===== config.mk =====
export PLATFORM = sky130hd
export DESIGN_NAME = bilevel_line_run_length_segmenter
export DESIGN_NICKNAME = d
export VERILOG_FILES = /design/src/sv/blrls_pkg.sv /design/src/sv/blrls_front.sv /design/src/sv/blrls_back.sv /design/src/sv/bilevel_line_run_length_segmenter.sv
export SDC_FILE = /design/constraint.sdc
export NUM_CORES = 1
export LEC_CHECK = 0
export BUFFER_PORTS_ARGS = -buffer_cell sky130_fd_sc_hd__buf_4
export CORE_AREA = 3 3 142 172
export DETAILED_ROUTE_END_ITERATION = 7
export DIE_AREA = 0 0 145 175
export GPL_ROUTABILITY_DRIVEN = 1
export GPL_TIMING_DRIVEN = 0
export HOLD_SLACK_MARGIN = 0.15
export SKIP_CTS_REPAIR_TIMING = 1
export SLEW_MARGIN = 20
export SYNTH_ARGS = -nofsm -noshare
export SYNTH_HDL_FRONTEND = slang
export SYNTH_SLANG_ARGS = --single-unit

===== constraint.sdc =====
create_clock -name clk_i -period 6.71 [get_ports clk_i]
set_clock_uncertainty 0.05 [all_clocks]
set_input_delay 1.342 -clock clk_i [delete_from_list [all_inputs] [get_ports clk_i]]
set_output_delay 1.342 -clock clk_i [all_outputs]
set_load 0.01 [all_outputs]

===== src/sv/blrls_pkg.sv =====
// shared types and constants for the bilevel line run-length segmenter
// no dependencies; imported by blrls_front, blrls_back and the top level
package blrls_pkg;

  localparam int MAX_LINE_BYTES = 4096;
  localparam int CNT_W          = 16;
  localparam logic [CNT_W-1:0] RUN_LIMIT = CNT_W'(MAX_LINE_BYTES * 8);
  localparam logic [CNT_W-1:0] CAP_RESET = '1;

  localparam int QUEUE_DEPTH = 2;
  localparam int QPTR_W      = $clog2(QUEUE_DEPTH);

  // one raster byte after classification
  typedef struct packed {
    logic [7:0] pix;
    logic       eol;
    logic       start;
    logic [6:0] rise_int;   // black pixel whose left neighbour in the byte is white
    logic       blank;      // all eight pixels white
  } item_t;

  // one run-length result
  typedef struct packed {
    logic [CNT_W-1:0] black;
    logic [CNT_W-1:0] white;
    logic             delim;
    logic             ovf;
    logic             last;
  } res_t;

endpackage


===== src/sv/blrls_front.sv =====
// front end: takes raster bytes, marks black-run starts inside the byte, queues them
// depends on blrls_pkg
module blrls_front (
  input  logic                clk_i,
  input  logic                rst_ni,
  input  logic                in_valid_i,
  output logic                in_ready_o,
  input  logic [7:0]          raster_byte_i,
  input  logic                last_in_line_i,
  input  logic                image_start_i,
  output logic                head_valid_o,
  output blrls_pkg::item_t    head_o,
  input  logic                pop_i
);
  import blrls_pkg::*;

  item_t               mem_q [QUEUE_DEPTH];
  logic [QPTR_W-1:0]   wr_ptr_q, wr_ptr_d;
  logic [QPTR_W-1:0]   rd_ptr_q, rd_ptr_d;
  logic [QPTR_W:0]     cnt_q, cnt_d;
  item_t               cls;
  logic                push;
  logic                pull;

  always_comb begin
    cls          = '0;
    cls.pix      = raster_byte_i;
    cls.eol      = last_in_line_i;
    cls.start    = image_start_i;
    cls.blank    = (raster_byte_i == 8'h00);
    for (int i = 0; i < 7; i++) begin
      cls.rise_int[i] = raster_byte_i[i] & ~raster_byte_i[i+1];
    end
  end

  assign in_ready_o   = (cnt_q != (QPTR_W+1)'(QUEUE_DEPTH));
  assign push         = in_valid_i & in_ready_o;
  assign head_valid_o = (cnt_q != '0);
  assign pull         = pop_i & head_valid_o;
  assign head_o       = mem_q[rd_ptr_q];

  always_comb begin
    wr_ptr_d = wr_ptr_q;
    rd_ptr_d = rd_ptr_q;
    cnt_d    = cnt_q;
    if (push) begin
      wr_ptr_d = (wr_ptr_q == QPTR_W'(QUEUE_DEPTH-1)) ? '0 : wr_ptr_q + 1'b1;
    end
    if (pull) begin
      rd_ptr_d = (rd_ptr_q == QPTR_W'(QUEUE_DEPTH-1)) ? '0 : rd_ptr_q + 1'b1;
    end
    if (push && !pull) begin
      cnt_d = cnt_q + 1'b1;
    end else if (pull && !push) begin
      cnt_d = cnt_q - 1'b1;
    end
  end

  always_ff @(posedge clk_i or negedge rst_ni) begin
    if (!rst_ni) begin
      wr_ptr_q <= '0;
      rd_ptr_q <= '0;
      cnt_q    <= '0;
    end else begin
      wr_ptr_q <= wr_ptr_d;
      rd_ptr_q <= rd_ptr_d;
      cnt_q    <= cnt_d;
    end
  end

  always_ff @(posedge clk_i) begin
    if (push) begin
      mem_q[wr_ptr_q] <= cls;
    end
  end

endmodule


===== src/sv/blrls_back.sv =====
// back end: walks one queued byte run by run, keeps the line and image state,
// and holds the result register; depends on blrls_pkg
module blrls_back (
  input  logic                        clk_i,
  input  logic                        rst_ni,
  input  logic [blrls_pkg::CNT_W-1:0] cap_i,
  input  logic                        head_valid_i,
  input  blrls_pkg::item_t            head_i,
  output logic                        pop_o,
  output logic                        out_valid_o,
  input  logic                        out_ready_i,
  output blrls_pkg::res_t             res_o
);
  import blrls_pkg::*;

  localparam logic [1:0] PH_FIRST  = 2'd0;
  localparam logic [1:0] PH_DECIDE = 2'd1;
  localparam logic [1:0] PH_WALK   = 2'd2;

  logic [1:0]       phase_q, phase_d;
  logic [7:0]       rem_q, rem_d;
  logic             prev_q, prev_d;
  logic [CNT_W-1:0] black_q, black_d;
  logic [CNT_W-1:0] white_q, white_d;
  logic [CNT_W-1:0] used_q, used_d;
  logic             drop_q, drop_d;
  logic             out_valid_q;
  res_t             out_q;

  logic             o_free;
  logic             adv;
  logic             walk;
  logic             emit;
  res_t             res_d;
  logic [7:0]       rem;
  logic [7:0]       rise;
  logic [7:0]       rr;
  logic [2:0]       p;
  logic             has_rise;
  logic [7:0]       le_mask;
  logic [7:0]       lo_mask;
  logic [7:0]       seg;
  logic [3:0]       k1;
  logic [3:0]       k0;
  logic [CNT_W:0]   black_sum;
  logic [CNT_W:0]   white_sum;
  logic [CNT_W-1:0] black_n;
  logic [CNT_W-1:0] white_n;
  logic             prev_eff;
  logic             more;
  logic [CNT_W-1:0] used_inc;

  assign o_free = ~out_valid_q | out_ready_i;
  assign adv    = head_valid_i & o_free;

  // segment from the current position down to the next black-run start
  assign rem  = (phase_q == PH_WALK) ? rem_q : 8'hFF;
  assign rise = {head_i.pix[7] & ~prev_q, head_i.rise_int};
  assign rr   = rise & rem;

  always_comb begin
    p = '0;
    for (int i = 0; i < 8; i++) begin
      if (rr[i]) begin
        p = 3'(i);
      end
    end
  end

  assign has_rise = |rr;

  always_comb begin
    for (int i = 0; i < 8; i++) begin
      le_mask[i] = (3'(i) <= p);
      lo_mask[i] = (3'(i) < p);
    end
  end

  // pixels before the run start: some black, then some white
  assign seg       = has_rise ? (rem & ~le_mask) : rem;
  assign k1        = 4'($countones(seg & head_i.pix));
  assign k0        = 4'($countones(seg & ~head_i.pix));
  assign black_sum = {1'b0, black_q} + (CNT_W+1)'(k1);
  assign white_sum = {1'b0, white_q} + (CNT_W+1)'(k0);
  assign black_n   = (black_sum > {1'b0, RUN_LIMIT}) ? RUN_LIMIT : black_sum[CNT_W-1:0];
  assign prev_eff  = (k1 != '0) | prev_q;

  always_comb begin
    if (k0 == '0) begin
      white_n = white_q;
    end else if (prev_eff) begin
      white_n = CNT_W'(k0);
    end else if (white_sum > {1'b0, RUN_LIMIT}) begin
      white_n = RUN_LIMIT;
    end else begin
      white_n = white_sum[CNT_W-1:0];
    end
  end

  assign more     = |(rise & lo_mask);
  assign used_inc = (used_q == '1) ? used_q : used_q + 1'b1;

  always_comb begin
    phase_d = phase_q;
    rem_d   = rem_q;
    prev_d  = prev_q;
    black_d = black_q;
    white_d = white_q;
    used_d  = used_q;
    drop_d  = drop_q;
    emit    = 1'b0;
    res_d   = '0;
    pop_o   = 1'b0;
    walk    = 1'b0;
    if (adv) begin
      if (phase_q == PH_WALK) begin
        walk = 1'b1;
      end else if (phase_q == PH_FIRST && head_i.start) begin
        // header entry; nothing follows when the byte is blank, not a line end
        // and the count leaves room
        emit       = 1'b1;
        res_d.delim = 1'b1;
        res_d.last = (cap_i > CNT_W'(1)) & head_i.blank & ~head_i.eol;
        used_d     = CNT_W'(1);
        drop_d     = 1'b0;
        black_d    = '0;
        white_d    = '0;
        prev_d     = 1'b0;
        phase_d    = PH_DECIDE;
      end else if (drop_q) begin
        if (head_i.eol) begin
          drop_d  = 1'b0;
          black_d = '0;
          white_d = '0;
          prev_d  = 1'b0;
        end
        pop_o   = 1'b1;
        phase_d = PH_FIRST;
      end else if (used_q >= cap_i) begin
        emit       = 1'b1;
        res_d.ovf  = 1'b1;
        res_d.last = 1'b1;
        black_d    = '0;
        white_d    = '0;
        prev_d     = 1'b0;
        drop_d     = ~head_i.eol;
        pop_o      = 1'b1;
        phase_d    = PH_FIRST;
      end else begin
        walk = 1'b1;
      end

      if (walk) begin
        if (has_rise) begin
          emit        = 1'b1;
          res_d.black = black_n;
          res_d.white = white_n;
          res_d.last  = ~more & ~head_i.eol;
          used_d      = used_inc;
          black_d     = CNT_W'(1);
          white_d     = '0;
          prev_d      = 1'b1;
          rem_d       = rem & lo_mask;
          phase_d     = PH_WALK;
        end else begin
          black_d = black_n;
          white_d = white_n;
          if (|rem) begin
            prev_d = head_i.pix[0];
          end
          if (head_i.eol) begin
            emit        = 1'b1;
            res_d.black = black_n;
            res_d.delim = 1'b1;
            res_d.last  = 1'b1;
            used_d      = used_inc;
            black_d     = '0;
            white_d     = '0;
            prev_d      = 1'b0;
          end
          pop_o   = 1'b1;
          phase_d = PH_FIRST;
        end
      end
    end
  end

  always_ff @(posedge clk_i or negedge rst_ni) begin
    if (!rst_ni) begin
      phase_q     <= PH_FIRST;
      rem_q       <= '0;
      prev_q      <= 1'b0;
      black_q     <= '0;
      white_q     <= '0;
      used_q      <= '0;
      drop_q      <= 1'b0;
      out_valid_q <= 1'b0;
    end else begin
      phase_q <= phase_d;
      rem_q   <= rem_d;
      prev_q  <= prev_d;
      black_q <= black_d;
      white_q <= white_d;
      used_q  <= used_d;
      drop_q  <= drop_d;
      if (emit) begin
        out_valid_q <= 1'b1;
      end else if (out_ready_i) begin
        out_valid_q <= 1'b0;
      end
    end
  end

  always_ff @(posedge clk_i) begin
    if (emit) begin
      out_q <= res_d;
    end
  end

  assign out_valid_o = out_valid_q;
  assign res_o       = out_q;

`ifndef ASSERT_OFF
  a_item_held: assert property (@(posedge clk_i) disable iff (!rst_ni)
    phase_q != PH_FIRST |-> head_valid_i)
    else $error("byte left the queue before its walk finished");

  a_ovf_clean: assert property (@(posedge clk_i) disable iff (!rst_ni)
    out_valid_o && res_o.ovf |-> res_o.black == '0 && res_o.white == '0 && !res_o.delim)
    else $error("overflow result carries run data");

  a_delim_white: assert property (@(posedge clk_i) disable iff (!rst_ni)
    out_valid_o && res_o.delim |-> res_o.white == '0)
    else $error("delimiter entry with a white length");

  a_run_limit: assert property (@(posedge clk_i) disable iff (!rst_ni)
    black_q > RUN_LIMIT || white_q > RUN_LIMIT |-> 1'b0)
    else $error("run count beyond saturation limit");
`endif

endmodule


===== src/sv/bilevel_line_run_length_segmenter.sv =====
// bilevel line run-length segmenter, top level: capacity register and field mapping
// depends on blrls_pkg, blrls_front, blrls_back
//
// Input channel (in_valid_i/in_ready_o) carries one packed raster byte, MSB first,
// 1 = black, with line-end and image-start flags. Output channel
// (out_valid_o/out_ready_i) carries run-length entries: black run, following white
// run, delimiter for line ends and image headers, overflow when the entry capacity
// is used up; last_result_o marks the final result of a byte.
// The configuration channel writes entry_capacity (reset 65535); cfg_ready_o is
// always high and writes belong in idle periods.
// A transfer on the input lands in a two-entry queue; with the back end idle the
// byte goes from the queue register to the back end, which writes its first result
// into the result register. The back end walks a byte in steps: one per header entry,
// one per black run starting in the byte and one closing step (which also emits the
// line-end entry); bytes that overflow or are dropped are popped without a walk.
// A stalled receiver holds the result register and the back end; the queue keeps
// taking bytes until it is full. Reset empties the queue and clears the run counts,
// the entry count, the drop flag and the result valid flag.
module bilevel_line_run_length_segmenter (
  input  logic        clk_i,
  input  logic        rst_ni,
  input  logic        cfg_valid_i,
  output logic        cfg_ready_o,
  input  logic [15:0] cfg_data_i,
  input  logic        in_valid_i,
  output logic        in_ready_o,
  input  logic [7:0]  raster_byte_i,
  input  logic        last_in_line_i,
  input  logic        image_start_i,
  output logic        out_valid_o,
  input  logic        out_ready_i,
  output logic [15:0] black_length_o,
  output logic [15:0] white_length_o,
  output logic        delimiter_o,
  output logic        overflow_o,
  output logic        last_result_o
);
  import blrls_pkg::*;

  logic [CNT_W-1:0] cap_q;
  logic             head_valid;
  item_t            head;
  logic             pop;
  res_t             res;

  assign cfg_ready_o = 1'b1;

  always_ff @(posedge clk_i or negedge rst_ni) begin
    if (!rst_ni) begin
      cap_q <= CAP_RESET;
    end else if (cfg_valid_i) begin
      cap_q <= cfg_data_i;
    end
  end

  blrls_front u_front (
    .clk_i          (clk_i),
    .rst_ni         (rst_ni),
    .in_valid_i     (in_valid_i),
    .in_ready_o     (in_ready_o),
    .raster_byte_i  (raster_byte_i),
    .last_in_line_i (last_in_line_i),
    .image_start_i  (image_start_i),
    .head_valid_o   (head_valid),
    .head_o         (head),
    .pop_i          (pop)
  );

  blrls_back u_back (
    .clk_i        (clk_i),
    .rst_ni       (rst_ni),
    .cap_i        (cap_q),
    .head_valid_i (head_valid),
    .head_i       (head),
    .pop_o        (pop),
    .out_valid_o  (out_valid_o),
    .out_ready_i  (out_ready_i),
    .res_o        (res)
  );

  assign black_length_o = res.black;
  assign white_length_o = res.white;
  assign delimiter_o    = res.delim;
  assign overflow_o     = res.ovf;
  assign last_result_o  = res.last;

endmodule

# [Word level (Yosys, flattened, before mapping)]
# Memory sizes are Yosys's and may differ from the RTL's.
# Cells that the tools add are included.
[totals] input_bits=31 output_inout_bits=38 n_memories=1 reg_bits=116 latch_bits=0 romBits=0 word_cells=213 ram_bits=36
[op_classes] shifts=0 addsub=21 order_cmp=20 div=0 bitwise_logic=37 n_reduce_logical=22 n_mux=90 mul=0 eq_ne=5
[memory_table] name="u_front.mem_q" words=2 width=18 rd=1 rd_ports_with_merged_regs=0 write_ports=1 line="blrls_front.sv:17" text="item_t mem_q [QUEUE_DEPTH];"
[ops] operator="2-to-1 mux 16 bit" n=23
[ops] operator="bitwise AND 8 bit" n=6
[ops] operator="2-to-1 mux 1 bit" n=48
[ops] operator="adder 16 x 4 -> 17 bit" n=2
[ops] operator="greater-than comparator 17 x 16 -> 1 bit (second input constant)" n=2
[ops] operator="adder 4 bit" n=6
[ops] operator="OR reduction 8 bit" n=3
[ops] operator="2-to-1 mux 3 bit" n=7
[ops] operator="2-to-1 mux 2 bit" n=10
[ops] operator="adder 1 x 1 -> 2 bit" n=8
[ops] operator="adder 16 x 1 -> 16 bit (second input constant)" n=1
[ops] operator="== test 16 bit (second input constant)" n=1
[ops] operator="greater-or-equal comparator 16 bit" n=1
[ops] operator="greater-than comparator 16 x 1 -> 1 bit (second input constant)" n=1
[ops] operator="2-to-1 mux 8 bit" n=2
[ops] operator="NOT 8 bit" n=2
[ops] operator="bitwise AND 1 bit" n=14
[ops] operator="NOT 1 bit" n=13
[ops] operator="<= comparator 3 bit (first input constant)" n=4
[ops] operator="less-than comparator 3 bit (first input constant)" n=4
[ops] operator="zero test 8 bit" n=1
[ops] operator="nonzero test 4 bit" n=2
[ops] operator="<= comparator 1 x 3 -> 1 bit (first input constant)" n=2
[ops] operator="<= comparator 2 x 3 -> 1 bit (first input constant)" n=2
[ops] operator="18 further kinds" n=30

# [Logic depth before layout (Yosys ltp)]
[depth] word_depth=26 ltp_mapped=26 mapped_depth_nobuf=23

# [Modules after synthesis]
# A second synthesis with hierarchy kept.
[unflattened] cells_unflattened=895 hier_area_um2=8934.8
[modules_own_cells] module="blrls_back" n_inst=1 area_each_um2=6693.9 cells_each=775 seq_area_each_um2=2552.4
[modules_own_cells] module="blrls_front" n_inst=1 area_each_um2=1560.2 cells_each=84 seq_area_each_um2=1181.1
[modules_own_cells] module="bilevel_line_run_length_segmenter" n_inst=1 area_each_um2=680.7 cells_each=36 seq_area_each_um2=420.4

# [Worst setup path before layout]
# OpenSTA, ideal clock, no wires.
[synth_timing] path_kind="register to register" startpoint="register u_front.rd_ptr_q" endpoint="register u_back.out_q (netlist bit u_back.res_o[30]) (data pin)" setup_time_ps=257 setup_slack_ps=661 synth_period_minus_slack_ps=6049 arrival_ps=5742 stages_incl_launch_ff=25 t_required_ps=6403 path_buffers=3 path_cell_list="dfrtp_1 > buf_6 > buf_6 > mux2i_4 > o32ai_4 > nor4b_4 > and2_1 > o21ai_0 > nor2b_1 > ha_1 > fa_1 > fa_1 > ha_1 > inv_1 > fa_1 > inv_1 > ha_1 > a211oi_2 > or2_2 > or4_1 > nand4_1 > nor4_1 > o21ai_1 > buf_2 > nor2_1"
[synth_between] elab_chain_len=22 elab_cells_between_ends=40 classes_between="add/sub (8); order compare (9); mux (14); bitwise (5); reduce/logical (3); memory (1)"
[synth_rtl] element="from (decl)" line="blrls_front.sv:19" text="logic [QPTR_W-1:0] rd_ptr_q, rd_ptr_d;"
[synth_rtl] element="from (signal assigned)" line="blrls_front.sv:66" text="rd_ptr_q <= rd_ptr_d;"
[synth_rtl] element="memory read (2 x 18 bit) (*)"
[synth_rtl] element="bitwise AND 8 bit" line="blrls_back.sv:59" text="assign rr = rise & rem;"
[synth_rtl] element="2-to-1 mux 1 bit" line="blrls_back.sv:64" text="if (rr[i]) begin"
[synth_rtl] element="2-to-1 mux 3 bit (6 in series)" line="blrls_back.sv:64"
[synth_rtl] element="<= comparator 1 x 3 -> 1 bit, or another cell as far along" line="blrls_back.sv:74" text="le_mask[i] = (3'(i) <= p);"
[synth_rtl] element="NOT 8 bit" line="blrls_back.sv:80" text="assign seg = has_rise ? (rem & ~le_mask) : rem;"
[synth_rtl] element="bitwise AND 8 bit" line="blrls_back.sv:80"
[synth_rtl] element="2-to-1 mux 8 bit" line="blrls_back.sv:80"
[synth_rtl] element="bitwise AND 8 bit" line="blrls_back.sv:81" text="assign k1 = 4'($countones(seg & head_i.pix));"
[synth_rtl] element="adder 1 x 1 -> 2 bit (implied by the code)" line="blrls_back.sv:81"
[synth_rtl] element="adder 4 bit (implied by the code) (2 in series)" line="blrls_back.sv:81"
[synth_rtl] element="adder 16 x 4 -> 17 bit" line="blrls_back.sv:83" text="assign black_sum = {1'b0, black_q} + (CNT_W+1)'(k1);"
[synth_rtl] element="greater-than comparator 17 x 16 -> 1 bit" line="blrls_back.sv:85" text="assign black_n = (black_sum > {1'b0, RUN_LIMIT}) ? RUN_LIMIT : black_sum[CNT_W-1:0];"
[synth_rtl] element="2-to-1 mux 16 bit" line="blrls_back.sv:85"
[synth_rtl] element="2-to-1 mux 16 bit" line="blrls_back.sv:171" text="if (head_i.eol) begin"
[synth_rtl] element="2-to-1 mux 16 bit" line="blrls_back.sv:154" text="if (has_rise) begin"
[synth_rtl] element="to (signal assigned)" line="blrls_back.sv:216" text="out_q <= res_d;"
[synth_rtl] element="to (decl)" line="blrls_back.sv:28" text="res_t out_q;"
# Mark *: on every way between the ends. The rest lies on a longest branch, timed or not. The select of a mux whose other input is x is not followed.
# A chain may end at the register's enable or synchronous reset.

# [Worst setup path after layout]
[layout_timing] startpoint="register u_front.rd_ptr_q" endpoint="register u_back.white_q[11]"
[layout_between] elab_chain_len=25 elab_cells_between_ends=60 classes_between="add/sub (15); order compare (9); eq/ne (2); mux (19); bitwise (8); reduce/logical (6); memory (1)"
[layout_rtl] element="memory read (2 x 18 bit) (*)"
[layout_rtl] element="bitwise AND 8 bit" line="blrls_back.sv:59"
[layout_rtl] element="2-to-1 mux 1 bit" line="blrls_back.sv:64"
[layout_rtl] element="2-to-1 mux 3 bit (6 in series)" line="blrls_back.sv:64"
[layout_rtl] element="<= comparator 1 x 3 -> 1 bit, or another cell as far along" line="blrls_back.sv:74"
[layout_rtl] element="NOT 8 bit" line="blrls_back.sv:80"
[layout_rtl] element="bitwise AND 8 bit" line="blrls_back.sv:80"
[layout_rtl] element="2-to-1 mux 8 bit" line="blrls_back.sv:80"
[layout_rtl] element="[4 not listed]"
[layout_rtl] element="adder 16 x 4 -> 17 bit" line="blrls_back.sv:84" text="assign white_sum = {1'b0, white_q} + (CNT_W+1)'(k0);"
[layout_rtl] element="greater-than comparator 17 x 16 -> 1 bit" line="blrls_back.sv:93" text="end else if (white_sum > {1'b0, RUN_LIMIT}) begin"
[layout_rtl] element="2-to-1 mux 16 bit" line="blrls_back.sv:93"
[layout_rtl] element="2-to-1 mux 16 bit" line="blrls_back.sv:91" text="end else if (prev_eff) begin"
[layout_rtl] element="2-to-1 mux 16 bit" line="blrls_back.sv:89" text="if (k0 == '0) begin"
[layout_rtl] element="2-to-1 mux 16 bit" line="blrls_back.sv:171"
[layout_rtl] element="2-to-1 mux 16 bit" line="blrls_back.sv:154"
[layout_rtl] element="2-to-1 mux 16 bit" line="blrls_back.sv:153" text="if (walk) begin"
[layout_rtl] element="to (signal assigned)" line="blrls_back.sv:203" text="white_q <= white_d;"
[layout_rtl] element="to (decl)" line="blrls_back.sv:24" text="logic [CNT_W-1:0] white_q, white_d;"
# Marked as above.

==> metrics <==
status=completed; Initial DRT Pass Iterations=7; Clock Tree Buf Depth=2; Syn Nets=approximately 970; Sw Ratio=45.8%; IO Port Bufs=67; Die Y=around 180 um; crit share post-route=between 90% and 100%; Int Power=approximately 0.0031 W; vias in the first global route=7176; core area=23000 um2; Final Hold Fails=0; power density cells=509 nW/um2; routed len/inst=approximately 18 um; final setup violation count=0; placed cell area=10100 um2; Final Max Tran Viols=0; Crit Reg-Reg Startpoint=u_front.rd_ptr_q; R2R setup slack=0.29 ns; htree depth=4; first-pass GRT wire length=approximately 38000 um; largest net degree at the start of global routing=55; reg2reg path depth=24; area of the die=25400 um2; DR iter-0 viols=603; Max-Cap Viols=0; Synth cell types=84; Finished Layout Cells=1323; Flop pwr share=between 20 and 30%; family with the most delay on the worst path=adder cells; CP Cell Sequence=buf_6 > mux2_2 > a22o_1 > nor4b_4 > buf_4 > and2_4 > o21ai_0 > nor2_1 > ha_1 > inv_1 > fa_1 > inv_1 > fa_1 > ha_1 > fa_2 > ha_4 > a211o_4 > nand4b_1 > or2_2 > a2111oi_4 > a41oi_4 > buf_4 > a2111oi_0 > a21o_1; most common cell after layout, fill and taps aside=buf_4; drt drc=0; P_leak=4.55 nW; via count=7338; share of layout cells above drive strength 1=22.7%; Hold Path Sink=u_back.black_q[2]; share of the synthesized area in the top cell type=about a quarter; Post-Syn Area=~9000 um2; max_slew headroom=26.2%; GR Overflow Total=0; CP max FO=7; CP bufs+invs=5; Seq/Total Area, Yosys=45.7%; cell area after layout=11100 um2; capture point of the worst reg-to-reg path=u_back.white_q[11]; GPL Wtd Cong=just under 0.9; yosys warns=0; Starting Density=39.5%; crit path launch type=flip-flop; path type of the worst min-delay path=reg2reg; CTS Root Cell=clkbuf_16; CP required=between 7 and 8 ns; Mapped Cells=893; Fillers=2147; Critical Path Source=u_front.rd_ptr_q; Synth area leaders=edfxtp_1 (23%), dfrtp_1 (18%), ha_1 (5.2%); Clock power frac=17.9%; Num CTS Buffers=17; NetSw=0.00258 W; commonest cells after routing, fill and taps aside=buf_4 (82), nand2_1 (78), edfxtp_1 (71); Clock Sinks=151; Crit Path Category=reg2reg; final WL=23300 um; Crit-path slowest cell=fa_2; Rows=61; DRT antenna net count=0; combinational power share=56.4%; max incr delay on CP=0.49 ns; Max IR drop VDD=between 0.0003 and 0.0004 V; ant diodes=0; num ports=about 70; P&R area growth vs syn=21.7%; mean post-synth cell area=10.2 um2; HPWL after DPL=16600 um; Post-synth EDFFs=71; FFs w/ async S/R, synth=53.0%; Main synth FF type=edfxtp_1; CTS tree=built; Inst Count DP=roughly 1300; Worst-Skew Late Latency=~0.44 ns; NumNets Final=1074; Hold Startpoint=u_back.black_q[2]; Reg clk slew, reported paths=0.07 ns; Tmin final=6.42 ns; Die Wd=145 um; antenna violations before repair=0; cell taking the most area after synthesis=edfxtp_1; Vias/cell=5.55; gr usage total=18.2%; Max Clock Freq=around 160 MHz; Critical Path AT=6.74 ns; CP Capture Type=flip-flop; hold path cells=2; #FFs+latches synth=151; Worst-Margin Slew=~1.1 ns
==> kinds of logic after synthesis <==
kind of cell / synth area share [%]
flops: 45.7
simple gates: 17.6
mux: 3.35
fa+ha+maj: 7.44
buf+inv: 4.45
xor+xnor: 1.54
other cells: 0.0413
compound gates: 19.8
==> cell type report <==
cell class | count | area, um2 | share of cell area (%)
multi-input combinational | 648 | 4800 | 43.4
sequential | 151 | 4150 | 37.6
timing repair buffer | 83 | 677 | 6.12
clock buffer | 17 | 425 | 3.85
tap | 315 | 394 | 3.56
buffer | 46 | 244 | 2.21
clock inverter | 15 | 183 | 1.65
inverter | 48 | 180 | 1.63
==> tightest hold or removal path: cells and delay by family (launching register included) <==
| family | cells | cell delay [ns] |
|---|---|---|
| DFF | 1 | 0.36 |
| AOI/OAI and AO/OA | 1 | 0.07 |
| and+or+nand+nor | 1 | 0.05 |
==> flip-flops by register name, indices dropped and copies added, names as in the netlist <==
| signal | flops |
|---|---|
| cap_q | 16 |
| u_back.black_q | 16 |
| u_back.drop_q | 1 |
| u_back.out_valid_o | 1 |
| u_back.phase_q | 2 |
| u_back.prev_q | 1 |
| u_back.rem_q | 7 |
| u_back.res_o | 35 |
| u_back.used_q | 16 |
| u_back.white_q | 16 |
| u_front.cnt_q | 2 |
| u_front.mem_q | 36 |
| u_front.rd_ptr_q | 1 |
| u_front.wr_ptr_q | 1 |
==> per-stage QoR <==
stage | hold slack, ns | setup WS (ns) | util (%) | setup TNS (ns) | total power, W
5_1_grt | 0.475 | -0.00792 | 48.1 | -0.0151 | 0.00603
4_1_cts | 0.461 | -0.576 | 46.4 | -16.96 | 0.00531
2_1_floorplan | 0.406 | 0.661 | - | 0 | 0.00335
3_5_place_dp | 0.439 | -0.563 | 43.8 | -16.07 | 0.00428
3_3_place_gp | 0.425 | -0.570 | 43.5 | -14.57 | 0.00420
6_report | 0.460 | 0.288 | 48.1 | 0 | 0.00563
==> cell usage after synthesis (all sizes together), types with 9 or more instances <==
cell type / number
nand2: 78
edfxtp: 71
dfrtp: 64
o21ai: 63
nor2: 59
inv: 48
ha: 38
a21oi: 37
nand3: 29
clkbuf: 27
a21o: 25
nor3: 25
buf: 19
mux2i: 19
nand4: 18
a2111oi: 17
a211oi: 16
dfstp: 16
nor2b: 13
nor4: 13
o211ai: 13
or2: 11
xnor2: 11
and2: 10
fa: 10
nor3b: 10
a31oi: 9
mux2: 9
or3: 9
or4: 9
==> power groups by stage <==
stage / Sequential [W] / Clock (W) / Combinational [W]
final: 0.00145 / 0.00101 / 0.00318
after global routing: 0.00148 / 0.00106 / 0.00349
after CTS: 0.00144 / 0.00102 / 0.00284
after detailed placement: 0.00146 / 0 / 0.00283
after global placement: 0.00146 / 0 / 0.00274
after floorplan: 0.00148 / 0 / 0.00187
==> routing by layer <==
metal / global-route usage [%] / part of all wire, % / up-vias
met5: 0 / 0 / -
met4: 5.78 / 1.9 / 0
met3: 3.27 / 3.4 / 31
met2: 30.5 / 49 / 175
met1: 24.3 / 46 / 3571
li1: - / - / 3561
==> how the worst max path moves through the flow <==
stage / endpoint / slack (ns) / cells after the start
2_1_floorplan: u_back.res_o[30] / 0.66 / 24
3_3_place_gp: u_back.res_o[32] / -0.57 / 21
3_5_place_dp: u_back.res_o[32] / -0.56 / 21
4_1_cts: u_back.res_o[32] / -0.58 / 21
5_1_grt: u_back.res_o[8] / -0.008 / 24
6_report: u_back.white_q[11] / 0.29 / 24
Power figures use the tool's default switching activity.
